===== src/hw/rtl/wsrx_pkg.sv =====
// Shared types and constants for the WebSocket receive text deframer.
// Used by the top level and the front, queue, back and checker modules; depends on nothing.

package wsrx_pkg;

	localparam int QUEUE_DEPTH = 4;

	localparam logic [3:0] OPCODE_TEXT = 4'b0001;
	localparam logic [6:0] LEN_EXT16  = 7'd126;
	localparam logic [6:0] LEN_EXT64  = 7'd127;

	typedef enum logic [1:0] {
		KIND_DATA   = 2'd0,
		KIND_END    = 2'd1,
		KIND_CLOSE  = 2'd2,
		KIND_REJECT = 2'd3
	} kind_t;

	// One classified result on its way from the front to the back.
	typedef struct packed {
		kind_t      kind;
		logic [7:0] data;
		logic [7:0] key;
		logic       last;
		logic [7:0] header;
	} item_t;

endpackage


===== src/hw/rtl/websocket_rx_text_deframer_unit.sv =====
// Top level of the WebSocket receive text deframer.
// Instantiates wsrx_front, wsrx_queue and wsrx_back; depends on wsrx_pkg.

// The block takes one frame byte per cycle. It keeps doing so while results
// wait downstream, until its result queue (QUEUE_DEPTH items) is full; the
// output register holds one more result beyond that. Every byte is classified
// combinationally by the header tracker in the front, so while the queue has
// room the sustained rate is one item per cycle. A result is written into the
// queue at the edge that accepts the byte causing it. It then moves into the
// output register, where the payload is unmasked, once that register is free
// and the result is at the head of the queue. Bytes that cause no result
// (header, key, ignored bytes) only update the tracker.

module websocket_rx_text_deframer_unit #(
	parameter int QUEUE_DEPTH = wsrx_pkg::QUEUE_DEPTH
) (
	input  logic        clk,
	input  logic        arst_n,
	input  logic        s_tvalid,
	output logic        s_tready,
	input  logic [7:0]  s_tdata,  // [7:0] frame_byte
	input  logic [0:0]  s_tuser,  // [0] frame_start
	output logic        m_tvalid,
	input  logic        m_tready,
	output logic [15:0] m_tdata,  // [7:0] payload_byte, [15:8] reply_header
	output logic [1:0]  m_tuser,  // [1:0] result_kind
	output logic        m_tlast   // last_of_message
);

	logic            q_full;
	logic            q_empty;
	logic            push;
	logic            pop;
	wsrx_pkg::item_t push_item;
	wsrx_pkg::item_t head;
	wsrx_pkg::kind_t result_kind;
	logic [7:0]      payload_byte;
	logic [7:0]      reply_header;

	wsrx_front u_front (
		.clk         (clk),
		.arst_n      (arst_n),
		.in_valid    (s_tvalid),
		.in_ready    (s_tready),
		.frame_byte  (s_tdata),
		.frame_start (s_tuser[0]),
		.q_full      (q_full),
		.push        (push),
		.push_item   (push_item)
	);

	wsrx_queue #(
		.DEPTH (QUEUE_DEPTH)
	) u_queue (
		.clk       (clk),
		.arst_n    (arst_n),
		.push      (push),
		.push_item (push_item),
		.full      (q_full),
		.pop       (pop),
		.empty     (q_empty),
		.head      (head)
	);

	wsrx_back u_back (
		.clk             (clk),
		.arst_n          (arst_n),
		.q_empty         (q_empty),
		.head            (head),
		.pop             (pop),
		.out_valid       (m_tvalid),
		.out_ready       (m_tready),
		.result_kind     (result_kind),
		.payload_byte    (payload_byte),
		.last_of_message (m_tlast),
		.reply_header    (reply_header)
	);

	assign m_tdata = {reply_header, payload_byte};
	assign m_tuser = result_kind;

endmodule


===== src/hw/rtl/wsrx_front.sv =====
// Front part of the deframer: tracks the frame header, collects the masking
// key and classifies each byte into a result item. Depends on wsrx_pkg.

module wsrx_front (
	input  logic                clk,
	input  logic                arst_n,
	input  logic                in_valid,
	output logic                in_ready,
	input  logic [7:0]          frame_byte,
	input  logic                frame_start,
	input  logic                q_full,
	output logic                push,
	output wsrx_pkg::item_t     push_item
);

	typedef enum logic [2:0] {
		PH_IDLE,
		PH_LEN,
		PH_KEY,
		PH_DATA,
		PH_DONE
	} phase_t;

	phase_t      phase_q;
	logic [7:0]  header_q;
	logic [31:0] key_q;
	logic [1:0]  key_cnt_q;
	logic [6:0]  left_q;
	logic [1:0]  pos_q;

	logic        accept;
	logic        emit;
	logic [6:0]  len;
	logic [6:0]  left_dec;
	logic        bad_len;

	assign in_ready = !q_full;
	assign accept   = in_valid && in_ready;
	assign len      = frame_byte[6:0];
	assign left_dec = left_q - 7'd1;
	assign bad_len  = !frame_byte[7] || (len == wsrx_pkg::LEN_EXT16) ||
		(len == wsrx_pkg::LEN_EXT64);

	always_comb begin
		emit             = 1'b0;
		push_item.kind   = wsrx_pkg::KIND_DATA;
		push_item.data   = '0;
		push_item.key    = '0;
		push_item.last   = 1'b0;
		push_item.header = frame_start ? frame_byte : header_q;
		if (frame_start) begin
			if (frame_byte[3:0] != wsrx_pkg::OPCODE_TEXT) begin
				emit           = 1'b1;
				push_item.kind = wsrx_pkg::KIND_CLOSE;
			end
		end else begin
			case (phase_q)
				PH_LEN: begin
					if (bad_len) begin
						emit           = 1'b1;
						push_item.kind = wsrx_pkg::KIND_REJECT;
					end
				end
				PH_KEY: begin
					if (key_cnt_q == 2'd3 && left_q == '0) begin
						emit           = 1'b1;
						push_item.kind = wsrx_pkg::KIND_END;
						push_item.last = 1'b1;
					end
				end
				PH_DATA: begin
					emit           = 1'b1;
					push_item.data = frame_byte;
					push_item.key  = key_q[pos_q*8 +: 8];
					push_item.last = (left_dec == '0);
				end
				default: begin
				end
			endcase
		end
	end

	assign push = accept && emit;

	always_ff @(posedge clk or negedge arst_n) begin
		if (!arst_n) begin
			phase_q   <= PH_IDLE;
			header_q  <= '0;
			key_q     <= '0;
			key_cnt_q <= '0;
			left_q    <= '0;
			pos_q     <= '0;
		end else if (accept) begin
			if (frame_start) begin
				header_q  <= frame_byte;
				key_q     <= '0;
				key_cnt_q <= '0;
				left_q    <= '0;
				pos_q     <= '0;
				phase_q   <= (frame_byte[3:0] != wsrx_pkg::OPCODE_TEXT) ? PH_DONE : PH_LEN;
			end else begin
				case (phase_q)
					PH_LEN: begin
						if (bad_len) begin
							phase_q <= PH_DONE;
						end else begin
							left_q    <= len;
							key_cnt_q <= '0;
							key_q     <= '0;
							phase_q   <= PH_KEY;
						end
					end
					PH_KEY: begin
						key_q[key_cnt_q*8 +: 8] <= frame_byte;
						key_cnt_q <= key_cnt_q + 2'd1;
						if (key_cnt_q == 2'd3) begin
							pos_q   <= '0;
							phase_q <= (left_q == '0) ? PH_DONE : PH_DATA;
						end
					end
					PH_DATA: begin
						pos_q  <= pos_q + 2'd1;
						left_q <= left_dec;
						if (left_dec == '0) begin
							phase_q <= PH_DONE;
						end
					end
					default: begin
					end
				endcase
			end
		end
	end

endmodule


===== src/hw/rtl/wsrx_queue.sv =====
// Short register queue that decouples the front from the back.
// Holds classified result items; depends on wsrx_pkg.

module wsrx_queue #(
	parameter int DEPTH = wsrx_pkg::QUEUE_DEPTH
) (
	input  logic            clk,
	input  logic            arst_n,
	input  logic            push,
	input  wsrx_pkg::item_t push_item,
	output logic            full,
	input  logic            pop,
	output logic            empty,
	output wsrx_pkg::item_t head
);

	localparam int AW = (DEPTH > 1) ? $clog2(DEPTH) : 1;
	localparam int CW = $clog2(DEPTH + 1);

	wsrx_pkg::item_t entries [DEPTH];
	logic [AW-1:0]   wr_ptr_q;
	logic [AW-1:0]   rd_ptr_q;
	logic [CW-1:0]   count_q;
	logic            do_pop;

	assign full   = (count_q == CW'(DEPTH));
	assign empty  = (count_q == '0);
	assign do_pop = pop && !empty;
	assign head   = entries[rd_ptr_q];

	always_ff @(posedge clk) begin
		if (push) begin
			entries[wr_ptr_q] <= push_item;
		end
	end

	always_ff @(posedge clk or negedge arst_n) begin
		if (!arst_n) begin
			wr_ptr_q <= '0;
			rd_ptr_q <= '0;
			count_q  <= '0;
		end else begin
			if (push) begin
				wr_ptr_q <= (wr_ptr_q == AW'(DEPTH - 1)) ? '0 : wr_ptr_q + 1'b1;
			end
			if (do_pop) begin
				rd_ptr_q <= (rd_ptr_q == AW'(DEPTH - 1)) ? '0 : rd_ptr_q + 1'b1;
			end
			if (push && !do_pop) begin
				count_q <= count_q + 1'b1;
			end else if (do_pop && !push) begin
				count_q <= count_q - 1'b1;
			end
		end
	end

endmodule


===== src/hw/rtl/wsrx_back.sv =====
// Back part of the deframer: unmasks the payload byte and holds the result
// in the output register until it is taken. Depends on wsrx_pkg.

module wsrx_back (
	input  logic            clk,
	input  logic            arst_n,
	input  logic            q_empty,
	input  wsrx_pkg::item_t head,
	output logic            pop,
	output logic            out_valid,
	input  logic            out_ready,
	output wsrx_pkg::kind_t result_kind,
	output logic [7:0]      payload_byte,
	output logic            last_of_message,
	output logic [7:0]      reply_header
);

	logic valid_q;

	assign pop       = !q_empty && (!valid_q || out_ready);
	assign out_valid = valid_q;

	always_ff @(posedge clk or negedge arst_n) begin
		if (!arst_n) begin
			valid_q <= 1'b0;
		end else if (!valid_q || out_ready) begin
			valid_q <= !q_empty;
		end
	end

	always_ff @(posedge clk) begin
		if (pop) begin
			result_kind     <= head.kind;
			payload_byte    <= head.data ^ head.key;
			last_of_message <= head.last;
			reply_header    <= head.header;
		end
	end

endmodule


===== config.mk =====
export PLATFORM = sky130hd
export DESIGN_NAME = websocket_rx_text_deframer_unit
export DESIGN_NICKNAME = d
export VERILOG_FILES = /design/src/hw/rtl/wsrx_pkg.sv /design/src/hw/rtl/websocket_rx_text_deframer_unit.sv /design/src/hw/rtl/wsrx_front.sv /design/src/hw/rtl/wsrx_queue.sv /design/src/hw/rtl/wsrx_back.sv
export SDC_FILE = /design/constraint.sdc
export NUM_CORES = 1
export LEC_CHECK = 0
export BUFFER_PORTS_ARGS = -buffer_cell sky130_fd_sc_hd__buf_2
export CORE_ASPECT_RATIO = 1.75
export CORE_UTILIZATION = 52
export CTS_CLUSTER_SIZE = 28
export DETAILED_ROUTE_END_ITERATION = 8
export GPL_TIMING_DRIVEN = 0
export PLACE_DENSITY_LB_ADDON = 0.05
export SYNTH_ARGS = -nofsm -noshare
export SYNTH_HDL_FRONTEND = slang
export SYNTH_SLANG_ARGS = --single-unit

===== constraint.sdc =====
create_clock -name clk -period 6.3 [get_ports clk]
set_clock_uncertainty 0.2 [all_clocks]
set_input_delay 1.26 -clock clk [delete_from_list [all_inputs] [get_ports clk]]
set_output_delay 1.26 -clock clk [all_outputs]
set_load 0.01 [all_outputs]

* Word-level counts from Yosys, hierarchy flattened
Memory sizes are Yosys's and may differ from the RTL's.
Index checks and enable logic that the tools add are counted.
** Storage, ports and cells
- Register bits :: 81
- Bits in latches :: 0
- Memory bits (writable) :: 108
- Bits in read-only memories :: 0
- Input port bits :: 13
- Memories kept :: 1
** Cells by class
- Add/sub/neg operators :: 8
- Multipliers :: 0
- Divide/modulo/power cells :: 0
- Magnitude comparators :: 0
- Equality and inequality tests :: 13
- Shift operators :: 3
- Mux-type cells :: 40
- Bitwise operators :: 1
- Reduce and logical (&&, ||, !) cells :: 28
** Memories
- u_queue.entries :: words 4, bits a word 27, read ports 1, clocked after memory_dff 0, wr ports 1, line wsrx_queue.sv:20 : wsrx_pkg::item_t entries [DEPTH];
** Operators with widths (count)
- 32-bit two-way mux :: 2
- 32-bit case mux with 2 select lines :: 1
- 5-bit negation with 34-bit output :: 1
- 8-bit by 34-bit variable shift with 32-bit output, first input constant :: 1
- 8-bit by 34-bit variable part select with 32-bit output :: 1
- 32-bit bitwise mux :: 1
- 32-bit by 6-bit variable part select with 8-bit output :: 1
- 3-bit two-way mux :: 8
- 2-bit two-way mux :: 9
- 17-bit two-way mux :: 1
- 16-bit two-way mux :: 1
- 7-bit == test, second input constant :: 2
- 7-bit zero test :: 2
- 7-bit two-way mux :: 2
- 7-bit case mux with 2 select lines :: 1
- 2-bit case mux with 2 select lines :: 3
- 3-bit case mux with 3 select lines :: 1
- 3-bit AND reduction :: 3
- 3-bit nonzero test :: 3
- 2-bit by 1-bit adder with 2-bit output, second input constant :: 4
- 8-bit two-way mux :: 1
- 8-bit bitwise XOR :: 1
- 1-bit logical AND :: 7
- 1-bit two-way mux :: 7
- other kinds (18) :: 29

* Longest topological paths before layout
- Word-level depth :: 11
- Depth in mapped cells :: 12
- Depth with buffers taken out :: 12

* Modules after synthesis
A second synthesis with hierarchy kept.
** Unflattened totals
- Cell total of the unflattened synthesis :: 554
- Area, all modules :: 8398.1 sq um
** Modules (own cells, without submodules)
- wsrx_queue :: times used 1, cells each 178, area each 4335.4 sq um, sequential area each 3418.3 sq um
- wsrx_front :: times used 1, cells each 344, area each 3372.0 sq um, sequential area each 1351.3 sq um
- wsrx_back :: times used 1, cells each 32, area each 690.7 sq um, sequential area each 595.6 sq um

* Worst setup path before layout
No wires, ideal clock.
- Kind :: in2reg
- Start :: input port m_tready
- End :: register u_queue.count_q[1]
- Arrival time :: 3.459 ns
- Required time :: 5.975 ns
- Setup slack :: 2.516 ns
- Stages :: 7
- Path buffers :: 0
- Cells stage by stage :: inv_1 > a21oi_1 > inv_1 > ha_1 > inv_1 > fa_1 > mux2_2
** Between the ends
- Word-level cells in the longest chain between the ends :: 6
- Elaborated cells on any way between the ends :: 8
- Those cells by class :: mux (1); reduce/logical (7)
** Ends and longest elaborated chain
- start, declared :: line websocket_rx_text_deframer_unit.sv:24 : input logic m_tready,
- 1-bit logical OR (*) :: line wsrx_back.sv:20 : assign pop = !q_empty && (!valid_q || out_ready);
- 1-bit logical AND (*) :: line wsrx_back.sv:20
- net pop :: line websocket_rx_text_deframer_unit.sv:33 : logic pop;
- 1-bit logical AND (*) :: line wsrx_queue.sv:28 : assign do_pop = pop && !empty;
- 1-bit zero test :: line wsrx_queue.sv:49 : if (push && !do_pop) begin
- 1-bit logical AND :: line wsrx_queue.sv:49
- 3-bit two-way mux / 2-bit nonzero test (equally long branches)
- end signal, assigned :: line wsrx_queue.sv:50 : count_q <= count_q + 1'b1;
- end signal, assigned :: line wsrx_queue.sv:52 : count_q <= count_q - 1'b1;
- end, declared :: line wsrx_queue.sv:23 : logic [CW-1:0] count_q;
Mark *: on every way through the listed nets, which the timed path passes. The rest lies on a longest branch.
A chain may end at the register's enable or synchronous reset.

* Worst setup path after layout
- Start :: input port s_tdata[6]
- End :: memory u_queue.entries[1][14] (netlist name), enable pin
** Between the ends
- Word-level cells in the longest chain between the ends :: 9
- Elaborated cells on any way between the ends :: 10
- Those cells by class :: eq/ne (2); mux (5); reduce/logical (3)
** Ends and longest elaborated chain
- start, declared :: line websocket_rx_text_deframer_unit.sv:21 : input logic [7:0] s_tdata,
- 7-bit == test :: line wsrx_front.sv:41 : assign bad_len = !frame_byte[7] || (len == wsrx_pkg::LEN_EXT16) ||
- 1-bit logical OR :: line wsrx_front.sv:41
- 1-bit logical OR (*) :: line wsrx_front.sv:41
- 1-bit two-way mux (*) :: line wsrx_front.sv:59 : if (bad_len) begin
- 1-bit case mux with 3 select lines (*) :: line wsrx_front.sv:57 : case (phase_q)
- 1-bit two-way mux (*) :: line wsrx_front.sv:51 : if (frame_start) begin
- 1-bit logical AND (*) :: line wsrx_front.sv:83 : assign push = accept && emit;
- net push :: line websocket_rx_text_deframer_unit.sv:32 : logic push;
- 1-bit two-way mux (*) :: line wsrx_queue.sv:32 : if (push) begin
- 1-bit two-way mux (not written as such) (*) :: line wsrx_queue.sv:33 : entries[wr_ptr_q] <= push_item;
- end, declared :: line wsrx_queue.sv:20
Marked as above.

==> impl_metrics.json <==
{
  "numPortBuffers": 28,
  "overflow": 0,
  "r2r-start": "u_front.left_q[1]$_DFFE_PN0P_",
  "die_area_um2": 16200,
  "fin_ws_ps": 2540,
  "final_cells": 769,
  "setup-tns-final_ps": 0,
  "grt_pass1_wl_um": 24800,
  "slew_headroom_pct": 41.6,
  "design_area_um2": 9170,
  "post_dp_cell_area_um2": 8590,
  "finalNetCount": 598,
  "multi_input_area_um2": 2620,
  "worstPathRequired_ps": 6230,
  "hold_viol_final": 0,
  "fillCellCount": 1152,
  "ys_ff_latch": 189,
  "r2r_setup_slack_ps": 3010,
  "clk_pin_slew_worst_paths_ps": 80,
  "drtPass1Iterations": 4,
  "num_rows": 60,
  "maxSlewViolCount": 0,
  "die_w_um": 96.7,
  "arrival_ps": 3690,
  "netlist_instances": 520,
  "irDropWorstVdd_mv": 0.227,
  "die_h_um": 168,
  "cts.htree.levels": 4,
  "yosys.area.top_type": "edfxtp_1",
  "synthTopCellsByCount": "edfxtp_1 (127), dfrtp_1 (62), xor2_1 (36)",
  "start_util_pct": 53.1,
  "synth_edf_count": 127,
  "wl_per_cell_um": 19.7,
  "wirelength_um": 15200,
  "hold_buffers": 0,
  "critPathCaptureType": "flip-flop",
  "syn-cell-area_um2": 8170,
  "antenna_cells": 0,
  "fin_crit_ps": 3760,
  "grt_use_total_pct": 20.0,
  "slowest_stage": "and2_1",
  "rsz0062_at_grt": "no",
  "crit_path_start_kind": "primary input",
  "drt_iter0_markers": 169,
  "crit_type": "in2reg",
  "p_leak_nw": 3.49,
  "cts_resized": 0,
  "synth_area_leaders": "edfxtp_1 (47%), dfrtp_1 (19%), mux4_2 (7.4%)",
  "core_um2": 15400,
  "slowest_delay_ps": 780,
  "yosysSeqAreaShare_pct": 65.7,
  "hpwl_um": 10200,
  "synth_nets": 548,
  "status": "finished, final reports clean",
  "dp_cells": 736,
  "power_density_nw_per_um2": 420,
  "cts_tree": "built",
  "cap_violations": 0,
  "worst_r2r_endpoint": "u_queue.entries[1][14]$_DFFE_PP_",
  "period_share_pct": 59.7,
  "clk_latency_ps": 420,
  "root_buffer": "clkbuf_16",
  "drive_gt1_share_pct": 23.2,
  "ant_nets": 0,
  "ys_types": 59,
  "cp-endpoint": "u_queue.entries[1][14]$_DFFE_PP_",
  "setup_violations": 0,
  "grt_pass1_vias": 4694,
  "numCtsBuffers": 17,
  "io_pins": 34,
  "startpoint": "s_tdata[6]",
  "clkSinkCount": 189,
  "place.gp.congestion": 0.841,
  "avgSynthCellArea_um2": 15.7,
  "hp-class": "reg2reg",
  "synthToLayoutAreaGrowth_pct": 12.3,
  "path_max_fanout": 15,
  "yosysTopAreaCellShare_pct": 46.7,
  "worst_pin_slew_ps": 876,
  "place_ws_ps": 1810,
  "max_freq_mhz": 266,
  "fin_util_pct": 59.6,
  "cts_max_path_buffers": 2,
  "grt_max_degree": 63,
  "seqCellArea_um2": 5370,
  "remaining_drc_errors": 0,
  "num_vias": 4434,
  "reg2reg_depth": 8,
  "cts_setup_buffers": 0,
  "path_cells": "buf_2 > nand4_1 > o22ai_1 > a21oi_1 > a211oi_2 > and2_1 > buf_16",
  "ys_async_sr_fraction_pct": 32.8,
  "via_per_inst": 5.77,
  "synth.most_common_cell": "edfxtp_1",
  "antenna_found_initial": 0,
  "yosysWarnings": 0,
  "min_from": "u_queue.count_q[2]$_DFFE_PN0P_",
  "synth_flop_cell": "edfxtp_1"
}
[metrics by stage]
stage | power (mW) | hold WS [ps]
after floorplan | 2.57 | 257
after global placement | 2.84 | 277
after detailed placement | 2.89 | 278
after CTS | 3.89 | 300
after global routing | 4.07 | 316
final | 3.85 | 296
[state kept, by name, summed over array words and instances (netlist names), 3 cells and up]
| register | count |
|---|---|
| u_back.payload_byte | 8 |
| u_front.key_q | 32 |
| u_queue.count_q | 3 |
| u_queue.entries | 108 |
| u_front.phase_q | 3 |
| u_front.left_q | 7 |
| u_front.header_q | 8 |
| u_back.reply_header | 8 |
[power breakdown]
group	internal, mW	switching, mW	total (mW)
clock	0.521	0.478	0.999
combinational	0.480	0.604	1.08
sequential	1.64	0.127	1.77
total	2.65	1.21	3.85
[layout by cell type (no fill, tap or decap), drive strengths merged, types with 2 or more instances in the layout]
master,instances
nand4,3
o31ai,2
a22o,24
dfrtp,62
o22ai,8
nand2,27
nand3,3
nor2b,5
and2,22
nor4,2
or3,2
clkbuf,33
nor3,5
o21ai,23
o21bai,2
mux4,27
clkinvlp,4
clkinv,3
nand3b,4
o21a,3
edfxtp,127
a21oi,15
and3,2
nor4b,2
mux2,22
or3b,2
nor2,14
or2,3
nor3b,2
xor2,36
inv,20
buf,42
xnor2,2
ha,14
[final cells by class]
| class | instances | area share, % |
|---|---|---|
| plain buffers | 26 | 1.47 |
| clock buffers | 18 | 4.68 |
| clock inverters | 14 | 1.36 |
| inverters | 13 | 0.532 |
| multi-input cells | 292 | 28.6 |
| flip-flops and latches | 189 | 58.5 |
| well taps | 186 | 2.54 |
| repair buffers | 31 | 2.32 |
[per-layer routing]
layer  part of all wire [%]  GRT usage [%]  up-vias  wire (µm)
met5                      0              0        -          0
met1                     41           24.2     2264       6240
met2                     55           35.6       92       8270
li1                       -              -     2064          -
met4                    1.6           7.66        0        236
met3                    2.7           3.28       14        408
[cells by family (layout without fill, tap and decap cells)]
kind of cell,after synthesis,count (layout),share of synthesized area [%]
muxes,49,49,10.5
buffers and inverters,39,102,2.25
and+or+nand+nor,102,102,7.65
xor gates and xnor gates,38,38,4.08
DFF,189,189,65.7
adders and majority gates,15,15,2.39
AOI/OAI and AO/OA,88,88,7.46
[how the worst min path moves through the flow]
stage / endpoint / depth (start not counted)
global placement: u_front.key_q[10]$_DFFE_PN0P_ / 1
detailed placement: u_front.key_q[6]$_DFFE_PN0P_ / 1
global route: u_front.key_q[20]$_DFFE_PN0P_ / 1
finish: u_queue.count_q[2]$_DFFE_PN0P_ / 1
CTS: u_queue.count_q[2]$_DFFE_PN0P_ / 1
floorplan: u_queue.count_q[2]$_DFFE_PN0P_ / 1
[worst max-delay path: cells and delay by family]
kind	cells	cell delay [ps]
AOI/OAI and AO/OA	3	980
buffers and inverters	2	450
and+or+nand+nor	2	980
(Power assumes the default switching activity.)
